==> src/dpb_pkg.sv <==
// dpb_pkg: shared constants, types and register codes for the depth pixel
// back-projection block. No dependencies; imported by every module in src.
package dpb_pkg;

  // Pixel position counters
  localparam int MAX_COORD_BITS = 12;
  localparam int COORD_W        = MAX_COORD_BITS;
  localparam int ROW_CFG_W      = 12;
  localparam int ROW_CMP_W      = (COORD_W > ROW_CFG_W) ? COORD_W : ROW_CFG_W;

  // Field widths
  localparam int DEPTH_W = 16;
  localparam int OUT_W   = 21;
  localparam int COEF_W  = 32;
  localparam int SKIP_W  = 8;

  // Configuration port
  localparam int CFG_IDX_W  = 4;
  localparam int CFG_DATA_W = 32;

  // Fixed point: Q.28 coefficients
  localparam int FRAC_BITS = 28;
  localparam int GP_W      = COEF_W + COORD_W + 1;   // gain * position
  localparam int SUM_W     = GP_W + 1;               // plus offset
  localparam int LO_W      = SUM_W / 2;              // low slice of the sum
  localparam int HI_W      = SUM_W - LO_W;           // signed high slice
  localparam int PLO_W     = LO_W + DEPTH_W;         // low partial product
  localparam int PHI_W     = HI_W + DEPTH_W + 1;     // high partial product
  localparam int PROD_W    = SUM_W + DEPTH_W + 1;    // full product
  localparam int RND_W     = PROD_W - FRAC_BITS;     // after rounding shift

  localparam int OUT_MAX = (1 << (OUT_W - 1)) - 1;
  localparam int OUT_MIN = -(1 << (OUT_W - 1));

  // Register reset values
  localparam logic [SKIP_W-1:0]           FRAME_SKIP_RST = SKIP_W'(12);
  localparam logic [ROW_CFG_W-1:0]        FIRST_ROW_RST  = ROW_CFG_W'(50);
  localparam logic [DEPTH_W-1:0]          MIN_DEPTH_RST  = DEPTH_W'(300);
  localparam logic [DEPTH_W-1:0]          MAX_DEPTH_RST  = DEPTH_W'(8000);
  localparam logic signed [COEF_W-1:0]    X_GAIN_RST     = 32'sd385685;
  localparam logic signed [COEF_W-1:0]    X_OFFSET_RST   = -32'sd246839373;
  localparam logic signed [COEF_W-1:0]    Y_GAIN_RST     = 32'sd385685;
  localparam logic signed [COEF_W-1:0]    Y_OFFSET_RST   = -32'sd138848834;

  // Register indexes
  typedef enum logic [CFG_IDX_W-1:0] {
    CFG_FRAME_SKIP = 4'd0,
    CFG_FIRST_ROW  = 4'd1,
    CFG_MIN_DEPTH  = 4'd2,
    CFG_MAX_DEPTH  = 4'd3,
    CFG_X_GAIN     = 4'd4,
    CFG_X_OFFSET   = 4'd5,
    CFG_Y_GAIN     = 4'd6,
    CFG_Y_OFFSET   = 4'd7
  } cfg_idx_t;

  // Controller states, one-hot
  typedef enum logic [4:0] {
    ST_IDLE  = 5'b00001,
    ST_GAIN  = 5'b00010,
    ST_SUM   = 5'b00100,
    ST_PART  = 5'b01000,
    ST_ROUND = 5'b10000
  } state_t;

  // Controller to datapath
  typedef struct packed {
    logic accept;     // input word taken this cycle
    logic do_gain;    // gain * position
    logic do_sum;     // add offset
    logic do_part;    // partial products with depth
    logic do_round;   // combine and round
    logic load_out;   // move result to output register
  } dp_cmd_t;

  // Datapath to controller
  typedef struct packed {
    logic keep;       // current input word yields a point
    logic out_free;   // output register can take a word
  } dp_stat_t;

endpackage

==> src/dpb_ctrl.sv <==
// dpb_ctrl: sequencing state machine for one kept pixel at a time.
// Depends on dpb_pkg.
module dpb_ctrl (
  input  logic             clk,
  input  logic             rst_n,
  input  logic             in_valid,
  output logic             in_stall,
  input  dpb_pkg::dp_stat_t stat,
  output dpb_pkg::dp_cmd_t  cmd
);
  import dpb_pkg::*;

  state_t state_r, state_nxt;
  logic   accept;

  assign in_stall = (state_r != ST_IDLE);
  assign accept   = in_valid && !in_stall;

  // Next state
  always_comb begin
    state_nxt = state_r;
    unique case (state_r)
      ST_IDLE:  if (accept && stat.keep) state_nxt = ST_GAIN;
      ST_GAIN:  state_nxt = ST_SUM;
      ST_SUM:   state_nxt = ST_PART;
      ST_PART:  state_nxt = ST_ROUND;
      ST_ROUND: if (stat.out_free) state_nxt = ST_IDLE;
      default:  state_nxt = ST_IDLE;
    endcase
  end

  always_ff @(posedge clk) begin
    if (!rst_n) begin
      state_r <= ST_IDLE;
    end else begin
      state_r <= state_nxt;
    end
  end

  // Commands
  always_comb begin
    cmd          = '0;
    cmd.accept   = accept;
    cmd.do_gain  = (state_r == ST_GAIN);
    cmd.do_sum   = (state_r == ST_SUM);
    cmd.do_part  = (state_r == ST_PART);
    cmd.do_round = (state_r == ST_ROUND) && stat.out_free;
    cmd.load_out = (state_r == ST_ROUND) && stat.out_free;
  end

endmodule

==> config.mk <==
export PLATFORM = sky130hd
export DESIGN_NAME = dpb_ctrl
export DESIGN_NICKNAME = d
export VERILOG_FILES = /design/src/dpb_pkg.sv /design/src/dpb_ctrl.sv
export SDC_FILE = /design/constraint.sdc
export NUM_CORES = 1
export LEC_CHECK = 0
export CORE_AREA = 2 2 39 41
export CTS_CLUSTER_SIZE = 24
export DETAILED_ROUTE_END_ITERATION = 16
export DIE_AREA = 0 0 41 43
export DONT_BUFFER_PORTS = 1
export HOLD_SLACK_MARGIN = 0.08
export PLACE_DENSITY_LB_ADDON = 0.05
export SLEW_MARGIN = 30
export SYNTH_ARGS = -nofsm -noshare
export SYNTH_HDL_FRONTEND = slang
export SYNTH_SLANG_ARGS = --single-unit
==> constraint.sdc <==
create_clock -name clk -period 2 [get_ports clk]
set_input_delay 0.1 -clock clk [delete_from_list [all_inputs] [get_ports clk]]
set_output_delay 0.1 -clock clk [all_outputs]
set_load 0.03 [all_outputs]
==> flow_summary.json, run 1 <==
{
  "outcome": "completed",
  "setup_ws_ns": 0.458,
  "synth_edf_count": 0,
  "wl_met2_um": 329,
  "numCtsBuffers": 3,
  "crit_type": "reg2reg",
  "top_register": "state_r",
  "htree_levels": 1,
  "dr_total_vias": 293,
  "clkLatencyLatePin_ns": 0.24,
  "track_usage": 0.108,
  "worstPathArrival_ns": 1.67,
  "p_total_mw": 0.276,
  "switching_power_mw": 0.0754,
  "total_leakage_power_nw": 0.192,
  "grt_pass1_wl_um": 1210,
  "post-place-ws_ns": 0.453,
  "fill_cells": 154,
  "layout-drive-gt1-share": 0.209,
  "via_per_inst": 4.97,
  "fp.dieW_um": 41,
  "routedWlPerCell_um": 12.4,
  "maxCapViolations": 0,
  "syn_area_per_cell_um2": 8.49,
  "slew_violations": 0,
  "grt_antenna_before_repair": 0,
  "p_clk_frac": 0.426,
  "period_minus_slack_ns": 1.54,
  "ant_nets": 0,
  "root_buffer": "clkbuf_4",
  "boundaryPins": 12,
  "synth.distinct_cells": 23,
  "wl_met1_um": 314,
  "tightest_slew_ns": 0.352,
  "stdcell_area_um2": 397,
  "synth_top_flop_cell": "dfxtp_1",
  "swShare": 0.273,
  "synthCells": 37,
  "postCtsResizedCells": 0,
  "grt_max_degree": 11,
  "overflow": 0,
  "async_flop_share": 0,
  "fin_tns_setup_ns": 0,
  "syn_area_um2": 314,
  "final_net_count": 49,
  "postCtsHoldBufs": 3,
  "finalSetupViolCount": 0,
  "yosys_warnings": 0,
  "finClkSkew_ns": 0.0000999,
  "port_buffers": 0,
  "antenna_cells": 0,
  "drtIter0Drc": 4,
  "cts_tree": "built",
  "ir_drop_uv": 481,
  "dpl_cell_area_um2": 340,
  "syn-num-nets": 42,
  "clk_pin_slew_ns": 0.04,
  "end_kind": "flop",
  "area_delta_synth_final_pct": 26.3,
  "maxSlewHeadroom": 0.765,
  "cts.path.max_buffers": 2,
  "dieArea_mm2": 0.00176,
  "start_util": 0.227,
  "crit_fanout": 8,
  "power_density_mw_per_mm2": 697,
  "topRoutingLayerUsed": "met3",
  "grt_setup_unrepaired": "false",
  "hold_viol": 0,
  "comb_power_share": 0.177,
  "sequentialPowerShare": 0.397,
  "grt_pass1_vias": 281,
  "largest_register_ffs": 5,
  "post-route-drc-count": 0,
  "min_period_over_period": 0.771,
  "rows": 14,
  "hold_path_class": "in2reg",
  "yosys_register_bits": 5,
  "core-area_mm2": 0.00138,
  "critPathLaunchType": "flop",
  "dr_wl_met3_um": 89,
  "drt-pass1-iter-count": 4,
  "drt_wl_total_um": 733,
  "intPower_mw": 0.201,
  "clock_sinks": 5,
  "worstPathRequired_ns": 2.13,
  "fp.dieH_um": 43,
  "post-cts-setup-buffer-count": 0,
  "fmax_ghz": 0.648,
  "gp_congestion": 0.632,
  "reg_top3": "state_r: 5 flops",
  "yosysSeqAreaShare": 0.319
}
power by group through the flow:
stage / Sequential, mW / Combinational, mW / Clock, mW
2_1_floorplan: 0.109 / 0.0396 / 0
3_3_place_gp: 0.112 / 0.0447 / 0
3_5_place_dp: 0.112 / 0.0445 / 0
4_1_cts: 0.110 / 0.0493 / 0.122
5_1_grt: 0.110 / 0.0526 / 0.136
6_report: 0.110 / 0.0488 / 0.118
final timing paths:
check,end,from,slack [ns],cells past startpoint
setup / recovery,state_r[0],state_r[0],0.46,3
hold / removal,state_r[4],stat[0],0.11,3
hold reg to reg,state_r[4],state_r[0],0.59,1
setup reg to reg,state_r[0],state_r[0],0.46,3
layout by cell type, fill, tap and decap left out:
cell           instances
buf_6                  1
clkbuf_1               1
nor3b_1                1
xor2_1                 1
or4b_4                 1
nand3_1                1
o211a_1                2
dfxtp_1                5
and3_1                 1
nand2_1                2
clkbuf_4               3
a221o_1                1
or2_2                  1
o211ai_1               1
nand2b_1               1
o21ai_0                2
nor4_1                 2
dlygate4sd3_1          3
a2bb2oi_1              1
and3b_1                2
nor4_2                 1
nor3_1                 2
a21oi_1                1
inv_1                  1
a21o_1                 1
buf_4                  2
nor2_1                 2
logic make-up (layout without fill, tap and decap cells):
group / after synthesis / in the layout / synth area share
AO/OA/AOI/OAI: 9 / 9 / 0.219
XOR/XNOR: 1 / 1 / 0.0279
flip-flops: 5 / 5 / 0.319
AND/OR/NAND/NOR: 17 / 17 / 0.339
buffers and inverters: 5 / 11 / 0.0956
synthesized netlist by cell type, drive strengths merged (2+ instances only):
library cell,count,area share
and3b,2,0.056
o21ai,2,0.032
nor3,2,0.032
nor4,3,0.060
buf,3,0.072
nand2,2,0.024
o211a,2,0.064
nor2,2,0.024
dfxtp,5,0.32
critical path, stage by stage (launching register included):
cell and delay, ns:
dfxtp_1 0.45, or4b_4 0.52, a2bb2oi_1 0.15, a221o_1 0.31
stage by stage:
stage                     std cells  hold slack (ns)  utilization
final                            59            0.110        0.287
after global routing             59            0.102        0.287
after CTS                        59            0.103        0.287
after detailed placement         52            0.230        0.246
after global placement           52            0.230        0.246
after floorplan                  37            0.226            -
final cells by class:
type	instances	area [um^2]	share of cell area
multi-input cells	27	190	0.479
flip-flops and latches	5	100	0.252
repair buffers	6	56.3	0.142
clock buffers	4	26.3	0.0662
well taps	16	20.0	0.0505
inverters	1	3.75	0.00946
per-layer routing:
| metal | vias to the layer above | track usage |
|---|---|---|
| met2 | 13 | 0.141 |
| met3 | 0 | 0.105 |
| li1 | 148 | - |
| met5 | - | 0 |
| met4 | 0 | 0.0200 |
| met1 | 132 | 0.126 |
(Power assumes the default switching activity.)
==> run 2, diff against run 1 <==
--- a/config.mk
+++ b/config.mk
@@ -5,6 +5,7 @@
 export SDC_FILE = /design/constraint.sdc
 export NUM_CORES = 1
 export LEC_CHECK = 0
+export ABC_AREA = 1
 export CORE_AREA = 2 2 39 41
 export CTS_CLUSTER_SIZE = 24
 export DETAILED_ROUTE_END_ITERATION = 16
==> constraint.sdc (replaced) <==
create_clock -name clk -period 1.4 [get_ports clk]
set_input_delay 0.07 -clock clk [delete_from_list [all_inputs] [get_ports clk]]
set_output_delay 0.07 -clock clk [all_outputs]
set_load 0.03 [all_outputs]
==> flow_summary.json, run 2 <==
{
  "outcome": "completed",
  "post-synth-top-count-cell": "inv_1",
  "rows": 14,
  "track_usage": 0.105,
  "clock_sinks": 5,
  "layout_common_cells": "inv_1 (10), nand2_1 (8), buf_4 (6)",
  "reg_top3": "state_r: 5 flops",
  "fp.dieH_um": 43,
  "drt_wl_total_um": 679,
  "layout-drive-gt1-share": 0.356,
  "drtIter0Drc": 1,
  "stdcell_count": 75,
  "top_register": "state_r",
  "grt_max_degree": 5,
  "post-route-drc-count": 0,
  "synth.distinct_cells": 14,
  "regToRegEndpoint": "state_r[1]",
  "numCtsBuffers": 3,
  "dp_cells": 66,
  "worstPathRequired_ns": 1.33,
  "dr_total_vias": 301,
  "p_total_mw": 0.610,
  "cts_tree": "built",
  "port_buffers": 0,
  "rr_startpoint": "state_r[2]",
  "grt_antenna_before_repair": 0,
  "antenna_cells": 0,
  "slew_violations": 0,
  "start_util": 0.236,
  "total_leakage_power_nw": 0.219,
  "via_per_inst": 4.01,
  "final_net_count": 65,
  "ir_drop_uv": 417,
  "area_delta_synth_final_pct": 36.8,
  "synth_top_area_cell": "dfxtp_1",
  "syn_area_um2": 327,
  "crit_path_end": "cmd[5]",
  "yosysSeqAreaShare": 0.307,
  "setup.worst_path.start": "state_r[2]",
  "boundaryPins": 12,
  "routedWlPerCell_um": 9.05,
  "period_minus_slack_ns": 1.30,
  "drt-pass1-iter-count": 2,
  "fin_tns_setup_ns": 0,
  "async_flop_share": 0,
  "fmax_ghz": 0.771,
  "final_common_cell": "inv_1",
  "syn-num-nets": 53,
  "dieArea_mm2": 0.00176,
  "hold_viol": 0,
  "min_period_over_period": 0.926,
  "whs_path_depth": 4,
  "yosys_register_bits": 5,
  "cts.path.max_buffers": 2,
  "synth_common_cells": "inv_1 (11), nand2_1 (8), nor2_1 (6), dfxtp_1 (5)",
  "critPathLaunchType": "flop",
  "maxCapViolations": 0,
  "overflow": 0,
  "ant_nets": 0,
  "grt_setup_unrepaired": "false",
  "gp_congestion": 0.671,
  "finalSetupViolCount": 0,
  "dp_hpwl_um": 571,
  "htree_levels": 1,
  "synthCells": 48,
  "yosys_warnings": 0,
  "ff2ff_setup_slack_ns": 0.33,
  "fin_util": 0.323,
  "fill_cells": 167,
  "synth_edf_count": 0,
  "power_density_mw_per_mm2": 1370,
  "largest_register_ffs": 5,
  "fp.dieW_um": 41,
  "grt_pass1_vias": 299,
  "hold_slack_ns": 0.0912,
  "reg2regPathDepth": 7,
  "crit_type": "reg2out",
  "clk_pin_slew_ns": 0.05,
  "core-area_mm2": 0.00138,
  "end_kind": "output pin",
  "syn_area_per_cell_um2": 6.80,
  "netlist.area_leader.share": 0.307,
  "crit_fanout": 3,
  "synth_top_flop_cell": "dfxtp_1",
  "maxSlewHeadroom": 0.828,
  "synth_area_leaders": "dfxtp_1 (31%), inv_1 (13%), nor2_4 (10%)",
  "finClkSkew_ns": 0.00654,
  "tightest_slew_ns": 0.258,
  "clkLatencyLatePin_ns": 0.24,
  "worstPathArrival_ns": 1.23,
  "root_buffer": "clkbuf_4",
  "grt_pass1_wl_um": 1190,
  "hold_path_class": "in2reg"
}
## run 2: cell count changes in the layout (fill, tap and decap cells not counted), moves of 3 or more
cell,change
nor2_1,+3
inv_1,+9
nand2_1,+6
nor2_4,+4
buf_4,+4
nand4_1,+3
## run 2: logic make-up (layout without fill, tap and decap cells)
family	after synthesis	in the layout	share of synthesized area
AOI/OAI and AO/OA	2	2	0.0307
buffers and inverters	14	25	0.195
and+or+nand+nor	27	27	0.467
DFF	5	5	0.307
## run 2: worst min-delay path by stage
stage	endpoint	from	slack, ns
after floorplan	state_r[0]	rst_n	0.21
after global routing	state_r[1]	stat[1]	0.10
after global placement	state_r[1]	rst_n	0.23
final	state_r[1]	stat[1]	0.09
after detailed placement	state_r[1]	rst_n	0.23
after CTS	state_r[1]	stat[1]	0.09
## run 2: per-layer routing
layer | part of all wire | GRT usage | routed length (um)
met5 | 0 | 0 | 0
met4 | 0 | 0.0400 | 0
met3 | 0.034 | 0.0628 | 23
met2 | 0.56 | 0.166 | 381
met1 | 0.40 | 0.107 | 274
## run 2: per-stage QoR
step / instance area [um^2] / setup WS (ns)
3_3_place_gp: 362 / 0.345
2_1_floorplan: 327 / 0.0612
3_5_place_dp: 362 / 0.264
4_1_cts: 427 / 0.0174
6_report: 447 / 0.103
5_1_grt: 447 / 0.0140
## run 2: report_power, final
group          internal (mW)  switching, mW
Combinational          0.111          0.160
Clock                  0.108         0.0578
Sequential             0.161         0.0132
## run 2: layout make-up
cell class	instances	area, um^2	share of cell area
Clock buffer	4	26.3	0.0588
Inverter	11	41.3	0.0924
Timing Repair Buffer	10	86.3	0.193
Sequential cell	5	103	0.230
Tap cell	16	20.0	0.0448
Multi-Input combinational cell	29	170	0.381
## run 2: critical path: stages (launching register included)
cell	delay [ns]
dfxtp_2	0.33
nor2_4	0.15
nand2_4	0.08
nor2_4	0.12
inv_2	0.06
nor2_4	0.10
buf_6	0.13
## run 2: timing repair
item                       4_1_cts  5_1_grt
resized for setup                1        5
setup buffers                    1        1
hold buffers                     3        0
setup endpoints to repair        1        1
hold endpoints to repair         5        0
pin swaps                        2        2
==> run 3, diff against run 2 <==
--- a/config.mk
+++ b/config.mk
@@ -5,15 +5,14 @@
 export SDC_FILE = /design/constraint.sdc
 export NUM_CORES = 1
 export LEC_CHECK = 0
-export ABC_AREA = 1
 export CORE_AREA = 2 2 39 41
 export CTS_CLUSTER_SIZE = 24
 export DETAILED_ROUTE_END_ITERATION = 16
 export DIE_AREA = 0 0 41 43
 export DONT_BUFFER_PORTS = 1
+export GPL_TIMING_DRIVEN = 0
 export HOLD_SLACK_MARGIN = 0.08
 export PLACE_DENSITY_LB_ADDON = 0.05
-export SLEW_MARGIN = 30
 export SYNTH_ARGS = -nofsm -noshare
 export SYNTH_HDL_FRONTEND = slang
 export SYNTH_SLANG_ARGS = --single-unit
==> flow_summary.json, run 3 (synthesis gave the netlist of run 1 again) <==
{
  "path_cells": "buf_6 > or4b_4 > a2bb2oi_2 > a221o_1",
  "finalSetupViolCount": 8,
  "dieArea_mm2": 0.00176,
  "worstPathArrival_ns": 1.72,
  "worstPathRequired_ns": 1.53,
  "fp.dieW_um": 41,
  "core-area_mm2": 0.00138,
  "total_leakage_power_nw": 0.275,
  "period_minus_slack_ns": 1.59,
  "maxCapViolations": 0,
  "overflow": 0,
  "hold_slack_ns": 0.196,
  "drt_wl_total_um": 983,
  "largest_register_ffs": 5,
  "numCtsBuffers": 3,
  "grt_max_degree": 11,
  "dp_hpwl_um": 584,
  "antenna_cells": 0,
  "grt_pass1_wl_um": 1440,
  "failed_checks": "negative setup slack",
  "end_kind": "flop",
  "area_delta_synth_final_pct": 86.5,
  "root_buffer": "clkbuf_4",
  "p_clk_frac": 0.369,
  "intPower_mw": 0.324,
  "hold_viol": 0,
  "clkLatencyLatePin_ns": 0.24,
  "via_per_inst": 5.06,
  "setup_ws_ns": -0.190,
  "fp.dieH_um": 43,
  "dr_total_vias": 349,
  "min_period_over_period": 1.14,
  "layout-drive-gt1-share": 0.623,
  "final_net_count": 59,
  "comb_power_share": 0.289,
  "grt_pass1_vias": 340,
  "drt-pass1-iter-count": 2,
  "slowest_stage": "or4b_4",
  "crit_fanout": 4,
  "rows": 14,
  "reg_top3": "state_r: 5 flops",
  "fmax_ghz": 0.629,
  "start_util": 0.227,
  "top_register": "state_r",
  "tightest_slew_ns": 0.549,
  "track_usage": 0.126,
  "post-place-ws_ns": -0.178,
  "maxSlewHeadroom": 0.631,
  "boundaryPins": 12,
  "grt_setup_unrepaired": "true",
  "cts_tree": "built",
  "ir_drop_uv": 384,
  "clock_sinks": 5,
  "ant_nets": 0,
  "clk_pin_slew_ns": 0.04,
  "switching_power_mw": 0.125,
  "htree_levels": 1,
  "hold_path_class": "in2reg",
  "post-route-drc-count": 0,
  "port_buffers": 0,
  "crit_type": "reg2reg",
  "routedWlPerCell_um": 14.2,
  "gp_congestion": 0.650,
  "layout_common_cells": "buf_6 (6), buf_4 (6), dlygate4sd3_1 (4), dfxtp_4 (4), clkbuf_4 (3)",
  "swShare": 0.279,
  "critPathLaunchType": "flop",
  "power_density_mw_per_mm2": 768,
  "finClkSkew_ns": 0.00373,
  "cpPeakStageDelay_ns": 0.57,
  "p_total_mw": 0.449,
  "cts.path.max_buffers": 2,
  "sequentialPowerShare": 0.342,
  "outcome": "finished, violations left",
  "slew_violations": 0,
  "grt_antenna_before_repair": 0,
  "drtIter0Drc": 4
}
## run 3: repair_timing
item,4_1_cts,5_1_grt
pin swaps,4,9
buffers inserted,4,5
hold buffers,4,0
resized for setup,12,15
gates cloned,0,0
endpoints found under the hold margin,5,0
setup endpoints to repair,9,10
## run 3: worst paths after layout
check               endpoint  depth (start not counted)  startpoint  slack [ns]
setup / recovery  state_r[0]                          4  state_r[1]       -0.19
hold / removal    state_r[2]                          2    in_valid        0.20
setup reg to reg  state_r[0]                          4  state_r[1]       -0.19
hold reg to reg   state_r[0]                          1  state_r[0]        0.57
## run 3: per-stage QoR
stage / instance area (um^2) / TNS, ns / std cells / util
floorplan: 340 / -0.0755 / 37 / -
global placement: 360 / -0.364 / 53 / 0.260
detailed placement: 360 / -0.363 / 53 / 0.260
CTS: 494 / -0.857 / 64 / 0.357
global route: 586 / -1.07 / 69 / 0.423
finish: 586 / -0.602 / 69 / 0.423
## run 3: power groups by stage
stage / registers [mW] / clock network [mW] / logic [mW]
after floorplan: 0.158 / 0 / 0.0594
after global placement: 0.162 / 0 / 0.0664
after detailed placement: 0.162 / 0 / 0.0667
after CTS: 0.156 / 0.170 / 0.0970
after global routing: 0.154 / 0.189 / 0.138
final: 0.154 / 0.166 / 0.130
## run 3: final cells by class
class,instances,area [um^2]
fill,149,798
buffer,3,30.0
tap,16,20.0
sequential,5,116
multi-input combinational,27,267
inverter,1,3.75
timing repair buffer,13,123
clock buffer,4,26.3
## run 3: critical path: cells and delay by family, from the launching register on
| kind | cells | cell delay, ns |
|---|---|---|
| flops | 1 | 0.34 |
| simple gates | 1 | 0.57 |
| buf+inv | 1 | 0.12 |
| compound gates | 2 | 0.44 |
## run 3: per-layer routing
metal,share of wire,global-route usage,vias up
met5,0,0,-
met1,0.44,0.158,170
met4,0,0.0200,0
met3,0.063,0.0995,0
met2,0.50,0.169,11
li1,-,-,168
